### config.mk
export PLATFORM = sky130hd
export DESIGN_NAME = sof_length_crc_frame_receiver_unit
export DESIGN_NICKNAME = d
export VERILOG_FILES = /design/src/rtl/slcfr_pkg.sv /design/src/rtl/slcfr_parser.sv /design/src/rtl/sof_length_crc_frame_receiver_unit.sv
export SDC_FILE = /design/constraint.sdc
export NUM_CORES = 1
export LEC_CHECK = 0
export BUFFER_PORTS_ARGS = -buffer_cell sky130_fd_sc_hd__buf_2
export CORE_ASPECT_RATIO = 1.25
export CORE_MARGIN = 3
export CORE_UTILIZATION = 50
export CTS_CLUSTER_DIAMETER = 30
export DETAILED_ROUTE_END_ITERATION = 10
export PLACE_DENSITY = 0.65
export SETUP_SLACK_MARGIN = 0.05
export SLEW_MARGIN = 25
export SYNTH_ARGS = -nofsm -noshare
export SYNTH_HDL_FRONTEND = slang
export SYNTH_SLANG_ARGS = --single-unit
### constraint.sdc
create_clock -name i_clk -period 12.5 [get_ports i_clk]
set_clock_uncertainty 0.15 [all_clocks]
set_input_delay 0.625 -clock i_clk [delete_from_list [all_inputs] [get_ports i_clk]]
set_output_delay 0.625 -clock i_clk [all_outputs]
set_load 0.01 [all_outputs]
### src/rtl/slcfr_pkg.sv
// Types, constants and codes of the frame receiver.
`default_nettype none

package slcfr_pkg;

    localparam int CFG_IDX_W  = 2;
    localparam int CFG_DATA_W = 16;

    localparam logic [CFG_IDX_W-1:0] REG_START_FIRST  = 2'd0;
    localparam logic [CFG_IDX_W-1:0] REG_START_SECOND = 2'd1;
    localparam logic [CFG_IDX_W-1:0] REG_LENGTH_LIMIT = 2'd2;

    localparam logic [7:0]  START_FIRST_RST  = 8'hAA;
    localparam logic [7:0]  START_SECOND_RST = 8'h55;
    localparam logic [15:0] LENGTH_LIMIT_RST = 16'd1024;

    localparam logic [15:0] CRC_POLY = 16'h1021;
    localparam logic [15:0] CRC_INIT = 16'hFFFF;

    localparam logic [1:0] KIND_PAYLOAD = 2'd0;
    localparam logic [1:0] KIND_GOOD    = 2'd1;
    localparam logic [1:0] KIND_BAD     = 2'd2;

    typedef enum logic [2:0] {
        PH_HUNT0   = 3'd0,
        PH_HUNT1   = 3'd1,
        PH_HEADER  = 3'd2,
        PH_PAYLOAD = 3'd3,
        PH_TRAIL0  = 3'd4,
        PH_TRAIL1  = 3'd5
    } t_phase;

    typedef struct packed {
        logic [7:0]  start_first;
        logic [7:0]  start_second;
        logic [15:0] length_limit;
    } t_cfg;

    typedef struct packed {
        logic [1:0]  kind;
        logic [7:0]  data_byte;
        logic [15:0] byte_index;
        logic [7:0]  frame_type;
        logic [7:0]  msg_id;
        logic [15:0] payload_length;
        logic [15:0] crc_received;
        logic [15:0] crc_computed;
        logic        frame_end;
        logic [31:0] good_frames;
        logic [31:0] bad_frames;
        logic [31:0] bytes_seen;
    } t_result;

endpackage

`default_nettype wire

### src/rtl/slcfr_parser.sv
// Frame parser: start byte hunt, header capture, byte-wide CRC and verdict.
`default_nettype none

module slcfr_parser (
    input  wire logic               i_clk,
    input  wire logic               i_rst_n,
    input  wire logic               i_take,
    input  wire logic [7:0]         i_rx_byte,
    input  wire slcfr_pkg::t_cfg    i_cfg,
    output slcfr_pkg::t_result      o_res,
    output logic                    o_res_valid
);
    import slcfr_pkg::*;

    // One byte through the CCITT polynomial, MSB first.
    function automatic logic [15:0] crc_feed(input logic [15:0] crc, input logic [7:0] b);
        logic [15:0] c;
        c = crc ^ {b, 8'h00};
        for (int k = 0; k < 8; k++) begin
            c = c[15] ? ({c[14:0], 1'b0} ^ CRC_POLY) : {c[14:0], 1'b0};
        end
        return c;
    endfunction

    t_phase      r_phase, n_phase;
    logic [1:0]  r_hdr_pos, n_hdr_pos;
    logic [7:0]  r_type, n_type;
    logic [7:0]  r_id, n_id;
    logic [15:0] r_len, n_len;
    logic [15:0] r_pos, n_pos;
    logic [15:0] r_crc, n_crc;
    logic [7:0]  r_trail_low, n_trail_low;
    logic [31:0] r_good, n_good;
    logic [31:0] r_bad, n_bad;
    logic [31:0] r_bytes, n_bytes;

    logic [15:0] crc_next;
    logic [15:0] rx_crc;

    assign crc_next = crc_feed(r_crc, i_rx_byte);
    assign rx_crc   = {i_rx_byte, r_trail_low};

    always_comb begin
        n_phase     = r_phase;
        n_hdr_pos   = r_hdr_pos;
        n_type      = r_type;
        n_id        = r_id;
        n_len       = r_len;
        n_pos       = r_pos;
        n_crc       = r_crc;
        n_trail_low = r_trail_low;
        n_good      = r_good;
        n_bad       = r_bad;
        n_bytes     = r_bytes + 32'd1;
        o_res_valid = 1'b0;

        case (r_phase)
            PH_HUNT1: begin
                if (i_rx_byte == i_cfg.start_second) begin
                    n_phase   = PH_HEADER;
                    n_hdr_pos = 2'd0;
                    n_crc     = CRC_INIT;
                end else begin
                    n_phase = PH_HUNT0;
                end
            end
            PH_HEADER: begin
                n_crc = crc_next;
                case (r_hdr_pos)
                    2'd0:    n_type = i_rx_byte;
                    2'd1:    n_id   = i_rx_byte;
                    2'd2:    n_len  = {8'h00, i_rx_byte};
                    default: n_len  = {i_rx_byte, r_len[7:0]};
                endcase
                if (r_hdr_pos == 2'd3) begin
                    n_hdr_pos = 2'd0;
                    n_pos     = 16'd0;
                    if (n_len > i_cfg.length_limit) begin
                        n_phase = PH_HUNT0;
                    end else if (n_len == 16'd0) begin
                        n_phase = PH_TRAIL0;
                    end else begin
                        n_phase = PH_PAYLOAD;
                    end
                end else begin
                    n_hdr_pos = r_hdr_pos + 2'd1;
                end
            end
            PH_PAYLOAD: begin
                n_crc       = crc_next;
                n_pos       = r_pos + 16'd1;
                o_res_valid = 1'b1;
                if (n_pos >= r_len) begin
                    n_phase = PH_TRAIL0;
                end
            end
            PH_TRAIL0: begin
                n_trail_low = i_rx_byte;
                n_phase     = PH_TRAIL1;
            end
            PH_TRAIL1: begin
                if (rx_crc == r_crc) begin
                    n_good = r_good + 32'd1;
                end else begin
                    n_bad = r_bad + 32'd1;
                end
                o_res_valid = 1'b1;
                n_phase     = PH_HUNT0;
            end
            default: begin
                n_phase = (i_rx_byte == i_cfg.start_first) ? PH_HUNT1 : PH_HUNT0;
            end
        endcase
    end

    // Result fields; only meaningful when o_res_valid is set.
    always_comb begin
        o_res.frame_type     = r_type;
        o_res.msg_id         = r_id;
        o_res.payload_length = r_len;
        o_res.crc_computed   = n_crc;
        o_res.good_frames    = n_good;
        o_res.bad_frames     = n_bad;
        o_res.bytes_seen     = n_bytes;
        if (r_phase == PH_TRAIL1) begin
            o_res.kind         = (rx_crc == r_crc) ? KIND_GOOD : KIND_BAD;
            o_res.data_byte    = 8'h00;
            o_res.byte_index   = 16'd0;
            o_res.crc_received = rx_crc;
            o_res.frame_end    = 1'b1;
        end else begin
            o_res.kind         = KIND_PAYLOAD;
            o_res.data_byte    = i_rx_byte;
            o_res.byte_index   = r_pos;
            o_res.crc_received = 16'd0;
            o_res.frame_end    = 1'b0;
        end
    end

    always_ff @(posedge i_clk) begin
        if (!i_rst_n) begin
            r_phase     <= PH_HUNT0;
            r_hdr_pos   <= 2'd0;
            r_type      <= 8'h00;
            r_id        <= 8'h00;
            r_len       <= 16'd0;
            r_pos       <= 16'd0;
            r_crc       <= CRC_INIT;
            r_trail_low <= 8'h00;
            r_good      <= 32'd0;
            r_bad       <= 32'd0;
            r_bytes     <= 32'd0;
        end else if (i_take) begin
            r_phase     <= n_phase;
            r_hdr_pos   <= n_hdr_pos;
            r_type      <= n_type;
            r_id        <= n_id;
            r_len       <= n_len;
            r_pos       <= n_pos;
            r_crc       <= n_crc;
            r_trail_low <= n_trail_low;
            r_good      <= n_good;
            r_bad       <= n_bad;
            r_bytes     <= n_bytes;
        end
    end

endmodule

`default_nettype wire

### src/rtl/sof_length_crc_frame_receiver_unit.sv
// Top level of the start-of-frame / length / CRC16 frame receiver.
//
// The input channel (i_in_valid, o_in_stall, i_rx_byte) takes one received
// byte per transaction. The receiver hunts for the two start bytes, reads a
// four-byte header (type, id, little-endian length), streams each payload
// byte out as a result, and closes the frame with a good or bad verdict
// after the second little-endian CRC16 trailer byte. Frames whose length
// exceeds length_limit are dropped without any result.
// A byte is fully processed in the cycle it is taken; its result, if any, is
// buffered for the output channel (o_out_valid, i_out_stall). One byte can be
// taken every cycle while o_in_stall is low; the byte-wide CRC update sets that rate.
// A two-entry output buffer (result register plus skid register) keeps input
// open while one result waits; o_in_stall rises only when both are full.
// Configuration (i_cfg_we, i_cfg_index, i_cfg_data) is written by the user only while
// idle; the block does not enforce it. Synchronous reset clears the parser, the
// counters and the output buffer and restores the default start bytes and length limit.
`default_nettype none

module sof_length_crc_frame_receiver_unit (
    input  wire logic                              i_clk,
    input  wire logic                              i_rst_n,
    input  wire logic                              i_cfg_we,
    input  wire logic [slcfr_pkg::CFG_IDX_W-1:0]   i_cfg_index,
    input  wire logic [slcfr_pkg::CFG_DATA_W-1:0]  i_cfg_data,
    input  wire logic                              i_in_valid,
    output logic                                   o_in_stall,
    input  wire logic [7:0]                        i_rx_byte,
    output logic                                   o_out_valid,
    input  wire logic                              i_out_stall,
    output logic [1:0]                             o_kind,
    output logic [7:0]                             o_data_byte,
    output logic [15:0]                            o_byte_index,
    output logic [7:0]                             o_frame_type,
    output logic [7:0]                             o_msg_id,
    output logic [15:0]                            o_payload_length,
    output logic [15:0]                            o_crc_received,
    output logic [15:0]                            o_crc_computed,
    output logic                                   o_frame_end,
    output logic [31:0]                            o_good_frames,
    output logic [31:0]                            o_bad_frames,
    output logic [31:0]                            o_bytes_seen
);
    import slcfr_pkg::*;

    t_cfg    r_cfg;
    t_result res;
    logic    res_valid;
    logic    take;
    logic    push;
    logic    pop;

    t_result r_out;
    logic    r_out_valid;
    t_result r_skid;
    logic    r_skid_valid;

    always_ff @(posedge i_clk) begin
        if (!i_rst_n) begin
            r_cfg.start_first  <= START_FIRST_RST;
            r_cfg.start_second <= START_SECOND_RST;
            r_cfg.length_limit <= LENGTH_LIMIT_RST;
        end else if (i_cfg_we) begin
            case (i_cfg_index)
                REG_START_FIRST:  r_cfg.start_first  <= i_cfg_data[7:0];
                REG_START_SECOND: r_cfg.start_second <= i_cfg_data[7:0];
                REG_LENGTH_LIMIT: r_cfg.length_limit <= i_cfg_data[15:0];
                default: ;
            endcase
        end
    end

    assign o_in_stall = r_skid_valid;
    assign take       = i_in_valid && !r_skid_valid;
    assign push       = take && res_valid;
    assign pop        = r_out_valid && !i_out_stall;

    slcfr_parser u_parser (
        .i_clk       (i_clk),
        .i_rst_n     (i_rst_n),
        .i_take      (take),
        .i_rx_byte   (i_rx_byte),
        .i_cfg       (r_cfg),
        .o_res       (res),
        .o_res_valid (res_valid)
    );

    // The skid register only fills when a result arrives while the result
    // register is held; input is stalled until it drains.
    always_ff @(posedge i_clk) begin
        if (!i_rst_n) begin
            r_out_valid  <= 1'b0;
            r_skid_valid <= 1'b0;
        end else if (r_skid_valid) begin
            if (pop) begin
                r_out_valid  <= 1'b1;
                r_skid_valid <= 1'b0;
            end
        end else if (push) begin
            if (!r_out_valid || pop) begin
                r_out_valid <= 1'b1;
            end else begin
                r_skid_valid <= 1'b1;
            end
        end else if (pop) begin
            r_out_valid <= 1'b0;
        end
    end

    always_ff @(posedge i_clk) begin
        if (r_skid_valid) begin
            if (pop) begin
                r_out <= r_skid;
            end
        end else if (push) begin
            if (!r_out_valid || pop) begin
                r_out <= res;
            end else begin
                r_skid <= res;
            end
        end
    end

    assign o_out_valid      = r_out_valid;
    assign o_kind           = r_out.kind;
    assign o_data_byte      = r_out.data_byte;
    assign o_byte_index     = r_out.byte_index;
    assign o_frame_type     = r_out.frame_type;
    assign o_msg_id         = r_out.msg_id;
    assign o_payload_length = r_out.payload_length;
    assign o_crc_received   = r_out.crc_received;
    assign o_crc_computed   = r_out.crc_computed;
    assign o_frame_end      = r_out.frame_end;
    assign o_good_frames    = r_out.good_frames;
    assign o_bad_frames     = r_out.bad_frames;
    assign o_bytes_seen     = r_out.bytes_seen;

endmodule

`default_nettype wire

### Word-level counts from Yosys, hierarchy flattened

Cells that the tools add are included.

| operators by class | value |
|---|---|
| $add $sub $neg | 5 |
| equality and inequality tests | 18 |
| bitwise operators | 11 |
| magnitude comparators | 2 |
| mux-type cells | 46 |
| reductions and logical operators | 31 |

Operator list:

| kind | number |
|---|---|
| $mux W187 | 4 |
| $mux W32 | 4 |
| $mux W13 | 8 |
| $add A32 B1 Y32 const B | 3 |
| $pmux W16 S2 | 3 |
| $mux W16 | 4 |
| $mux W26 | 1 |
| $not A3 Y3 | 8 |
| $reduce_and A3 Y1 | 8 |
| $add A16 B1 Y16 const B | 1 |
| $eq A16 B16 Y1 | 1 |
| $eq A8 B8 Y1 | 2 |
| $ge A16 B16 Y1 | 1 |
| $gt A16 B16 Y1 | 1 |
| $logic_not A16 Y1 | 1 |
| $xor A16 B16 Y16 | 1 |
| $pmux W3 S5 | 1 |
| $mux W1 | 12 |
| $mux W3 | 4 |
| $reduce_and A2 Y1 | 5 |
| $reduce_bool A2 Y1 | 5 |
| $mux W2 | 4 |
| $eq A2 B2 Y1 const B | 3 |
| $eq A3 B2 Y1 const B | 2 |
| 14 further kinds | 26 |

| storage, ports and cells | value |
|---|---|
| logic and storage cells | 153 |
| bits in registers | 581 |
| input port bits | 31 |
| output and inout port bits | 189 |

### Longest topological paths before layout

Gate-level depths: netlist (run 1).

| logic depth | value |
|---|---|
| depth in word-level cells | 21 |
| mapped depth | 12 |
| depth with buffers taken out | 12 |

### Cells and area by module

Synthesis (run 1) repeated with hierarchy kept, for this count alone.

| unflattened totals | value |
|---|---|
| cell total of the unflattened synthesis | 2162 |
| area total of the unflattened synthesis | 26196.4 um2 |

By module, submodules not included:

| module | cells each | sequential area each (um2) | times used | area each (um2) |
|---|---|---|---|---|
| sof_length_crc_frame_receiver_unit | 729 | 11911.4 | 1 | 14909.3 |
| slcfr_parser | 1433 | 3463.3 | 1 | 11287.1 |

### Worst setup path before layout (run 1)

Ideal clock, no wire load.

| timing | value |
|---|---|
| path type | input to register |
| start point | input i_in_valid |
| end point | register r_out (netlist bit o_bad_frames[0]) (enable) |
| data required time | 11553 ps |
| buffers on the path | 2 |
| setup time | 797 ps |
| setup slack | 1242 ps |
| arrival | 10311 ps |
| stages | 6 |
| cells stage by stage | nand2b_1 clkbuf_1 buf_1 a21oi_1 a21oi_1 a21oi_1 |

| between the ends | value |
|---|---|
| longest elaborated chain between the ends | 4 |

Ends and longest elaborated chain:

| item | RTL line | RTL |
|---|---|---|
| from (decl) | sof_length_crc_frame_receiver_unit.sv:25 | `input wire logic i_in_valid,` |
| $logic_and A1 B1 Y1 | sof_length_crc_frame_receiver_unit.sv:73 | `assign take = i_in_valid && !r_skid_valid;` |
| $logic_and A1 B1 Y1 | sof_length_crc_frame_receiver_unit.sv:74 | `assign push = take && res_valid;` |
| $reduce_bool A2 Y1 (no source line) | n/a |  |
| $reduce_and A3 Y1 (no source line) | n/a |  |
| to (signal assigned) | sof_length_crc_frame_receiver_unit.sv:112 | `r_out <= r_skid;` |
| to (signal assigned) | sof_length_crc_frame_receiver_unit.sv:116 | `r_out <= res;` |
| to (decl) | sof_length_crc_frame_receiver_unit.sv:52 | `t_result r_out;` |

Every way passes these cells.
A chain may end at the register's enable or synchronous reset.

### Worst setup path after layout (run 1)

| timing | value |
|---|---|
| start point | register r_skid_valid, in the netlist o_in_stall |
| end point | output o_in_stall |

RTL lines:

| item | RTL line | RTL |
|---|---|---|
| from (decl) | sof_length_crc_frame_receiver_unit.sv:55 | `logic r_skid_valid;` |
| from (signal assigned) | sof_length_crc_frame_receiver_unit.sv:92 | `r_skid_valid <= 1'b0;` |
| from (signal assigned) | sof_length_crc_frame_receiver_unit.sv:96 | `r_skid_valid <= 1'b0;` |
| from (signal assigned) | sof_length_crc_frame_receiver_unit.sv:102 | `r_skid_valid <= 1'b1;` |
| to (decl) | sof_length_crc_frame_receiver_unit.sv:26 | `output logic o_in_stall,` |

No word-level cell between the ends.

==> results of run 1 <==
==> routing by layer <==
layer	global-route usage	wire [um]	up-vias
li1	-	-	8400
met1	0.287	26200	8631
met2	0.379	30800	492
met3	0.0350	3010	106
met4	0.0881	1720	2
met5	0	17	-
==> stage by stage <==
step / worst slack, ns / util / hold WS [ns]
after floorplan: 1.24 / - / 0.274
after global placement: 8.86 / 0.541 / 0.284
after detailed placement: 8.77 / 0.541 / 0.296
after CTS: 8.67 / 0.609 / 0.0479
after global routing: 8.51 / 0.609 / 0.0766
final: 8.73 / 0.609 / 0.0871
==> area by class of cell <==
class                   instances  area (um2)
repair buffers                240        1270
clock buffers                 107        2600
multi-input cells            1461        9980
clock inverters                80         857
flip-flops and latches        581       15400
well taps                     658         823
inverters                      40         153
fillers                      4090       19900
==> worst min-delay path: stages <==
cell and delay [ns]:
buf_2 0.10, nand2_1 0.05, a21oi_1 0.05
==> sequential cells by signal, summed over array words and instances, names as in the netlist, 16 cells and up <==
register          count
o_bad_frames         32
o_byte_index         16
o_bytes_seen         32
o_crc_computed       16
o_crc_received       16
o_good_frames        32
o_payload_length     16
r_cfg                32
r_skid              187
u_parser.r_bad       32
u_parser.r_bytes     32
u_parser.r_crc       16
u_parser.r_good      32
u_parser.r_len       16
u_parser.r_pos       16
==> cell usage after synthesis, drive strengths merged (17+ instances only) <==
library cell and instances:
nand3 107, inv 40, a211oi 20, mux2i 29, nand4 46, dfxtp 207, mux2 169, o21ai 62
nor2 182, nor3 59, edfxtp 374, nor4 33, and3 28, or3 17, and2 49, a21oi 77
buf 29, xnor2 129, nand2 206, ha 40, clkbuf 105, o211ai 19, xor2 100
==> power breakdown <==
group	switching (mW)	internal, mW
logic	0.130	0.0706
clock network	1.02	1.72
registers	0.0195	2.06
total	1.17	3.85
==> how the worst max path moves through the flow <==
stage	start	end	cells after the start
finish	o_in_stall	o_in_stall	3
global route	u_parser.r_pos[2]	u_parser.r_phase[1]	11
CTS	o_in_stall	o_in_stall	3
detailed placement	i_rx_byte[7]	o_good_frames[1]	7
global placement	i_rx_byte[7]	o_good_frames[1]	7
floorplan	i_in_valid	o_bad_frames[0]	6
==> kinds of logic after synthesis <==
group | Yosys count | share of synthesized area
adders and majority gates | 40 | 0.0192
and+or+nand+nor | 778 | 0.150
DFF | 581 | 0.591
muxes | 198 | 0.0843
xor gates and xnor gates | 229 | 0.0789
AOI/OAI and AO/OA | 216 | 0.0498
buffers and inverters | 174 | 0.0272
==> flow_summary.yaml, run 1 <==
status:
  status: "complete, no violations"
route:
  drc: 0
  drtIter0Drc: 1153
  vias: 17600
  drt_pass1_iterations: 5
  ant_nets: 0
  totalWireLength_um: 61800
  vias_per_cell: 5.57
  wl_per_cell_um: 19.5
clocking:
  cts_setup_buffers: 0
  path_clk_slew_ns: 0.06
  cts_tree: "done"
  ctsResizeCount: 0
  cts.sinks: 581
  clk_latency_ns: 0.63
  cts_made_buffers: 99
  cts_buffer_depth: 3
  htreeDepth: 3
  cts_hold_buf: 0
  cts_root_buffer: "clkbuf_16"
setup_path:
  timing.rr.end: "u_parser.r_phase[1]"
  critPathRequiredTime_ns: 11.73
  r2r_start: "u_parser.r_pos[2]"
  cp_top_family: "buffers and inverters"
  crit_path_end_kind: "primary output"
  path_max_fanout: 62
  cpMostUsedCell: "buf_4"
  reg2reg_slack_ns: 8.76
  reg2reg_depth: 11
  critPathMaxStageDelay_ns: 0.71
  crit_chain: "buf_4 > buf_4 > buf_2"
  crit_path_top_delay_cell: "dfxtp_4"
  path_buf_inv: 3
  startpoint_type: "flop"
  cp_data_arrival_time_ns: 3.00
  crit_type: "reg2out"
timing:
  worst_pin_slew_ns: 1.06
  fmax_ghz: 0.265
  drv_slew: 0
  setup_viol: 0
  period_share: 0.302
  hold_viol: 0
  rsz0062_at_grt: "no"
  setup_tns_ns: 0
  fin_crit_ns: 3.77
  relSlewSlack: 0.292
min_path:
  min_path_cells: 3
  min_to: "r_cfg[12]"
  hold_class: "in2reg"
  min_from: "i_cfg_data[12]"
global_routing:
  grt_overflow: 0
  grt_first_pass_wirelength_um: 97200
  grt_pass1_vias: 17600
  grt_max_degree: 91
  grt.total_usage: 0.222
  antenna_found_initial: 2
place:
  dp.cells: 2980
  gp_congestion: 0.880
  dp_hpwl_um: 40000
  place_area_um2: 27600
  io_buffers: 219
cells_and_area:
  finalNonFillerCells: 3167
  final_cell_mix: "374 x edfxtp_1, 219 x buf_2, 206 x dfxtp_1"
  nets: 2494
  final_common_cell: "edfxtp_1"
  drive_gt1_frac: 0.253
  final_area_um2: 31100
  areaGrowthSynthToFinish_pct: 19.4
  n_antenna_cell: 0
synthesis:
  synth_top_flop_cell: "edfxtp_1"
  async_flop_share: 0
  yosys.area.top_type: "edfxtp_1"
  yosys_warnings: 0
  synth_top_area_share: 0.432
  ys_ff_latch: 581
  syn_nets: 2287
  synth_seq_area_share: 0.591
  synth-edff-count: 374
  synth.area.top_cells: "edfxtp_1 43%, dfxtp_1 16%, mux2_2 7.3%, xnor2_1 4.2%, xor2_1 3.4%"
  syn_inst: 2216
  synth.distinct_cells: 62
  syn_avg_cell_area_um2: 11.7
  syn_area_um2: 26000
die:
  die_w_um: 210
  die_h_um: 261
  ios: 220
  row_count: 92
  core_um2: 51000
  dieArea_um2: 54800
  initial_utilization: 0.510
pwr:
  fin_total_pwr_mw: 5.02
  leakagePower_nw: 11.7
  power-per-cell-area_nw_per_um2: 162
  peakVddDrop_mv: 0.0923
run:
  cap_violations: 0
Note: power is estimated with default switching activity, not from simulation.
==> inputs of run 2 (changes only) <==
PLACE_DENSITY = 0.67   (was 0.65)
clock period = 3.45 ns   (was 12.5 ns; I/O delays follow)
==> run 2 against run 1 <==
Net effect:
- sequential share of layout area is 1.3 points lower
- critical endpoint is now u_parser.r_phase[0]
- die area stayed put
- critical path type is now reg2reg
- wire length is 1.5% lower
- setup slack worse by 8.6 ns
==> flow_summary.yaml, run 2 (same netlist as run 1, synthesis figures left out) <==
clocking:
  clk_latency_ns: 0.65
  cts.sinks: 581
  path_clk_slew_ns: 0.06
  htreeDepth: 3
  cts_root_buffer: "clkbuf_16"
  cts_made_buffers: 105
  cts_tree: "done"
  cts_buffer_depth: 3
global_routing:
  antenna_found_initial: 2
  grt_overflow: 0
  grt_max_degree: 157
  grt_pass1_vias: 17900
  grt.total_usage: 0.220
  grt_first_pass_wirelength_um: 96500
cells_and_area:
  drive_gt1_frac: 0.265
  nets: 2560
  areaGrowthSynthToFinish_pct: 22.6
  fillers: 3893
  largest_register: "r_skid"
  final_common_cell: "edfxtp_1"
  final_cell_mix: "374 x edfxtp_1, 219 x buf_2, 205 x nand2_1"
  largest_register_ffs: 187
  final_core_util: 0.626
route:
  vias: 17900
  totalWireLength_um: 60800
  vias_per_cell: 5.51
  drt-met1-wl_um: 26100
  drt_pass1_iterations: 5
  ant_nets: 0
  drtIter0Drc: 1088
  wl_per_cell_um: 18.8
  drc: 0
  wl_met2_um: 29600
  wl_met3_um: 3150
  highest_layer: "met5"
pwr:
  pwr-share-clk: 0.553
  combinationalPowerShare: 0.042
  switching_share: 0.229
  p_int_mw: 14.3
  fin_total_pwr_mw: 18.6
  p_seq_frac: 0.406
  leakagePower_nw: 12.0
  power-per-cell-area_nw_per_um2: 582
  p_sw_mw: 4.25
  peakVddDrop_mv: 0.414
place:
  gp_congestion: 0.890
  io_buffers: 219
  dp_hpwl_um: 39100
die:
  row_count: 92
  initial_utilization: 0.510
  die_w_um: 210
  core_um2: 51000
  die_h_um: 261
  ios: 220
  dieArea_um2: 54800
setup_path:
  r2r_start: "u_parser.r_pos[4]"
  cp_data_arrival_time_ns: 3.71
  worstSetupStartpoint: "u_parser.r_pos[4]"
  critPathRequiredTime_ns: 3.85
  cp-endpoint: "u_parser.r_phase[0]"
  reg2reg_depth: 12
  timing.rr.end: "u_parser.r_phase[0]"
  reg2reg_slack_ns: 0.14
  crit_type: "reg2reg"
  path_max_fanout: 6
  startpoint_type: "flop"
  crit_path_end_kind: "flop"
timing:
  setup_tns_ns: 0
  fin_crit_ns: 3.31
  rsz0062_at_grt: "no"
  setup_viol: 0
  holdWs_ns: 0.0815
  period_share: 0.960
  relSlewSlack: 0.373
  drv_slew: 0
  fmax_ghz: 0.302
  worst_pin_slew_ns: 0.934
  hold_viol: 0
min_path:
  min_path_cells: 4
  hold_class: "in2reg"
status:
  status: "complete, no violations"
run:
  cap_violations: 0
==> run 2: changes by cell type in the layout (fill, tap and decap cells not counted), moves of 3 or more <==
cell / before / now
dfxtp_1: 206 / 197
buf_12: 0 / 6
dfxtp_2: 0 / 8
buf_4: 20 / 42
clkinv_1: 3 / 6
clkinv_2: 8 / 15
clkbuf_16: 101 / 108
clkinv_4: 16 / 10
dlygate4sd3_1: 0 / 33
clkbuf_1: 1 / 9
inv_8: 8 / 3
==> run 2: critical path: stages, from the launching register on <==
cell and delay [ns]:
dfxtp_2 0.39, nand3_4 0.13, nor4_4 0.30, buf_4 0.19, nand3_1 0.12, xnor2_1 0.25, ha_1 0.31, nand4_1 0.11
nor3_1 0.06, or4_1 0.40, a211o_1 0.36, and2_1 0.18, a311oi_1 0.28
==> run 2: metrics by stage <==
stage          setup slack [ns]  instance area (um2)  instances
2_1_floorplan             -1.13                26100       2216
3_3_place_gp              0.119                27900       3005
3_5_place_dp             0.0763                27900       3005
4_1_cts                  0.0694                31800       3238
5_1_grt                  0.0688                31900       3241
6_report                  0.139                31900       3241
==> run 2: worst min path at each step <==
stage / from / to / slack, ns
floorplan: i_cfg_data[0] / r_cfg[16] / 0.15
global placement: i_cfg_data[10] / r_cfg[10] / 0.26
finish: i_cfg_we / r_cfg[13] / 0.08
detailed placement: i_cfg_data[10] / r_cfg[10] / 0.26
CTS: i_cfg_we / r_cfg[6] / 0.03
global route: i_cfg_we / r_cfg[6] / 0.14
==> run 2: power by group through the flow <==
stage | logic (mW) | clock network [mW] | registers [mW]
2_1_floorplan | 0.484 | 0 | 7.68
3_3_place_gp | 0.722 | 0 | 7.67
3_5_place_dp | 0.736 | 0 | 7.67
4_1_cts | 0.771 | 10.4 | 7.54
5_1_grt | 0.847 | 10.8 | 7.54
6_report | 0.771 | 10.3 | 7.54
==> run 2: layer usage <==
layer / global-route usage / vias to the layer above
li1: - / 8535
met1: 0.283 / 8653
met2: 0.366 / 555
met3: 0.0397 / 129
met4: 0.0948 / 2
met5: 0 / -
==> run 2: layout make-up <==
| class | instances | area, um2 | area share |
|---|---|---|---|
| flip-flops and latches | 581 | 15400 | 0.482 |
| inverters | 40 | 153 | 0.00478 |
| well taps | 658 | 823 | 0.0258 |
| clock buffers | 120 | 2780 | 0.0871 |
| clock inverters | 80 | 827 | 0.0259 |
| diodes | 1 | 2.50 | 0.0000784 |
| multi-input cells | 1461 | 10100 | 0.315 |
| repair buffers | 300 | 1860 | 0.0584 |
==> run 2: what timing repair did <==
| action | in CTS | in global routing |
|---|---|---|
| endpoints found under the setup margin | 1 | 2 |
| hold buffers | 33 | 0 |
| buffers inserted | 0 | 2 |
| resized for setup | 1 | 16 |
| endpoints found under the hold margin | 67 | 0 |
| pin swaps | 1 | 2 |
==> inputs of run 3 (changes only) <==
CTS_CLUSTER_SIZE = 8   (was default)
REMOVE_ABC_BUFFERS = 1   (was default)
==> run 3 against run 2 <==
Net effect:
- via count up 0.34%
- worst hold slack improved by 0.041 ns
- critical path depth unchanged
- count of clock-buffer cells in the layout grew 28
- first-iteration DRC count down 16%
- final area increased by 0.90%
- wire length up 3.3%
- critical path type unchanged
- global-route usage grew 0.66 points
- combinational power increased by 2%
==> flow_summary.yaml, run 3 (same netlist as run 1, synthesis figures left out) <==
timing:
  period_share: 0.929
  hold_viol: 0
  worst_pin_slew_ns: 0.992
  setup_viol: 0
  holdWs_ns: 0.123
  rsz0062_at_grt: "no"
  relSlewSlack: 0.339
  drv_slew: 0
  fin_crit_ns: 3.21
  fmax_ghz: 0.312
setup_path:
  path_max_fanout: 7
  reg2reg_depth: 12
  crit_chain: "nand2_1 > nor4_4 > buf_4 > nand3_2 > xnor2_2 > ha_1 > o21ai_0 > nor2_1 > or4_1 > a211o_1 > and2_1 > a311oi_1"
  crit_path_end_kind: "flop"
  critPathMaxStageDelay_ns: 0.48
  crit_path_top_delay_cell: "or4_1"
  crit_type: "reg2reg"
  path_buf_inv: 1
  cp_top_family: "simple AND/OR/NAND/NOR gates"
  cp_data_arrival_time_ns: 3.61
  worstSetupPathDepth: 12
  startpoint_type: "flop"
  critPathRequiredTime_ns: 3.85
cells_and_area:
  largest_register: "r_skid"
  final_core_util: 0.631
  final_cell_mix: "374 x edfxtp_1, 219 x buf_2, 206 x nand2_1"
  finalNonFillerCells: 3263
  drive_gt1_frac: 0.262
  nets: 2578
  areaGrowthSynthToFinish_pct: 23.7
  largest_register_ffs: 187
  final_common_cell: "edfxtp_1"
global_routing:
  grt_overflow: 0
  antenna_found_initial: 1
  grt_max_degree: 155
  grt.total_usage: 0.226
  grt_pass1_vias: 18000
  grt_first_pass_wirelength_um: 98700
clocking:
  path_clk_slew_ns: 0.05
  cts_tree: "done"
  htreeDepth: 3
  clk_latency_ns: 0.64
  cts_made_buffers: 112
  cts_buffer_depth: 3
  cts_root_buffer: "clkbuf_16"
  cts.sinks: 581
die:
  initial_utilization: 0.510
  dieArea_um2: 54800
  row_count: 92
  core_um2: 51000
  die_w_um: 210
  ios: 220
  die_h_um: 261
route:
  wl_per_cell_um: 19.3
  ant_nets: 0
  vias: 17900
  vias_per_cell: 5.50
  drt_pass1_iterations: 5
  totalWireLength_um: 62800
  drc: 0
  drtIter0Drc: 911
place:
  dp.cells: 3018
  dp_hpwl_um: 41300
  gp_congestion: 0.899
  io_buffers: 219
min_path:
  min_path_cells: 4
  hold_class: "in2reg"
status:
  status: "complete, no violations"
run:
  cap_violations: 0
pwr:
  peakVddDrop_mv: 0.420
  fin_total_pwr_mw: 19.1
  leakagePower_nw: 12.2
  power-per-cell-area_nw_per_um2: 593
-- run 3: cell count changes in the layout (fill, tap and decap cells not counted), sizes merged --
cell	delta
clkinv	+10
clkinvlp	-6
buf	+14
clkbuf	+28
dlygate4sd3	-3
inv	-26
bufinv	+5
-- run 3: report_power, final --
group,internal [mW],switching [mW],total (mW)
registers,7.47,0.0718,7.55
clock network,7.28,3.48,10.8
logic,0.301,0.483,0.784
-- run 3: metrics by stage --
stage                TNS (ns)  setup slack, ns  cell area [um2]
finish                      0            0.244            32200
global route                0           0.0545            32200
CTS                         0           0.0940            32100
detailed placement  -0.000407        -0.000407            28000
global placement            0            0.135            28000
floorplan            -4448.50           -11.53            25500
-- run 3: worst register-to-register path: cells and delay by family, from the launching register on --
kind	cells	cell delay, ns
adder cells (fa/ha/maj)	1	0.29
buffers and inverters	1	0.21
AO/OA/AOI/OAI	3	0.67
AND/OR/NAND/NOR	6	1.28
XOR/XNOR	1	0.17
flip-flops	1	0.38
-- run 3: routing by layer --
layer,vias up,GRT usage,share of wire,wire length [um]
li1,8558,-,-,-
met1,8753,0.280,0.42,26100
met2,494,0.392,0.51,31800
met3,129,0.0392,0.047,2960
met4,0,0.0974,0.032,2000
met5,-,0,0,0
-- run 3: repair_timing --
action                     4_1_cts  5_1_grt
setup endpoints to repair        2        2
hold endpoints to repair        82        0
hold buffers                    30        0
gates resized for setup          3       20
buffers inserted                 0        3
pin swaps                        0        5
-- run 3: worst paths after layout --
check	startpoint	end	slack [ns]
worst min register to register	u_parser.r_type[4]	r_skid[157]	0.30
worst max-delay path	u_parser.r_pos[0]	u_parser.r_phase[1]	0.24
worst max register to register	u_parser.r_pos[0]	u_parser.r_phase[1]	0.24
worst min-delay path	i_cfg_we	r_cfg[6]	0.12
-- run 3: cell type report --
class / instances / area (um2)
antenna: 1 / 2.50
clock buffer: 148 / 3100
clock inverter: 63 / 686
fill: 4000 / 18800
inverter: 40 / 153
multi-input combinational: 1461 / 10100
sequential: 581 / 15400
tap: 658 / 823
timing repair buffer: 311 / 1970
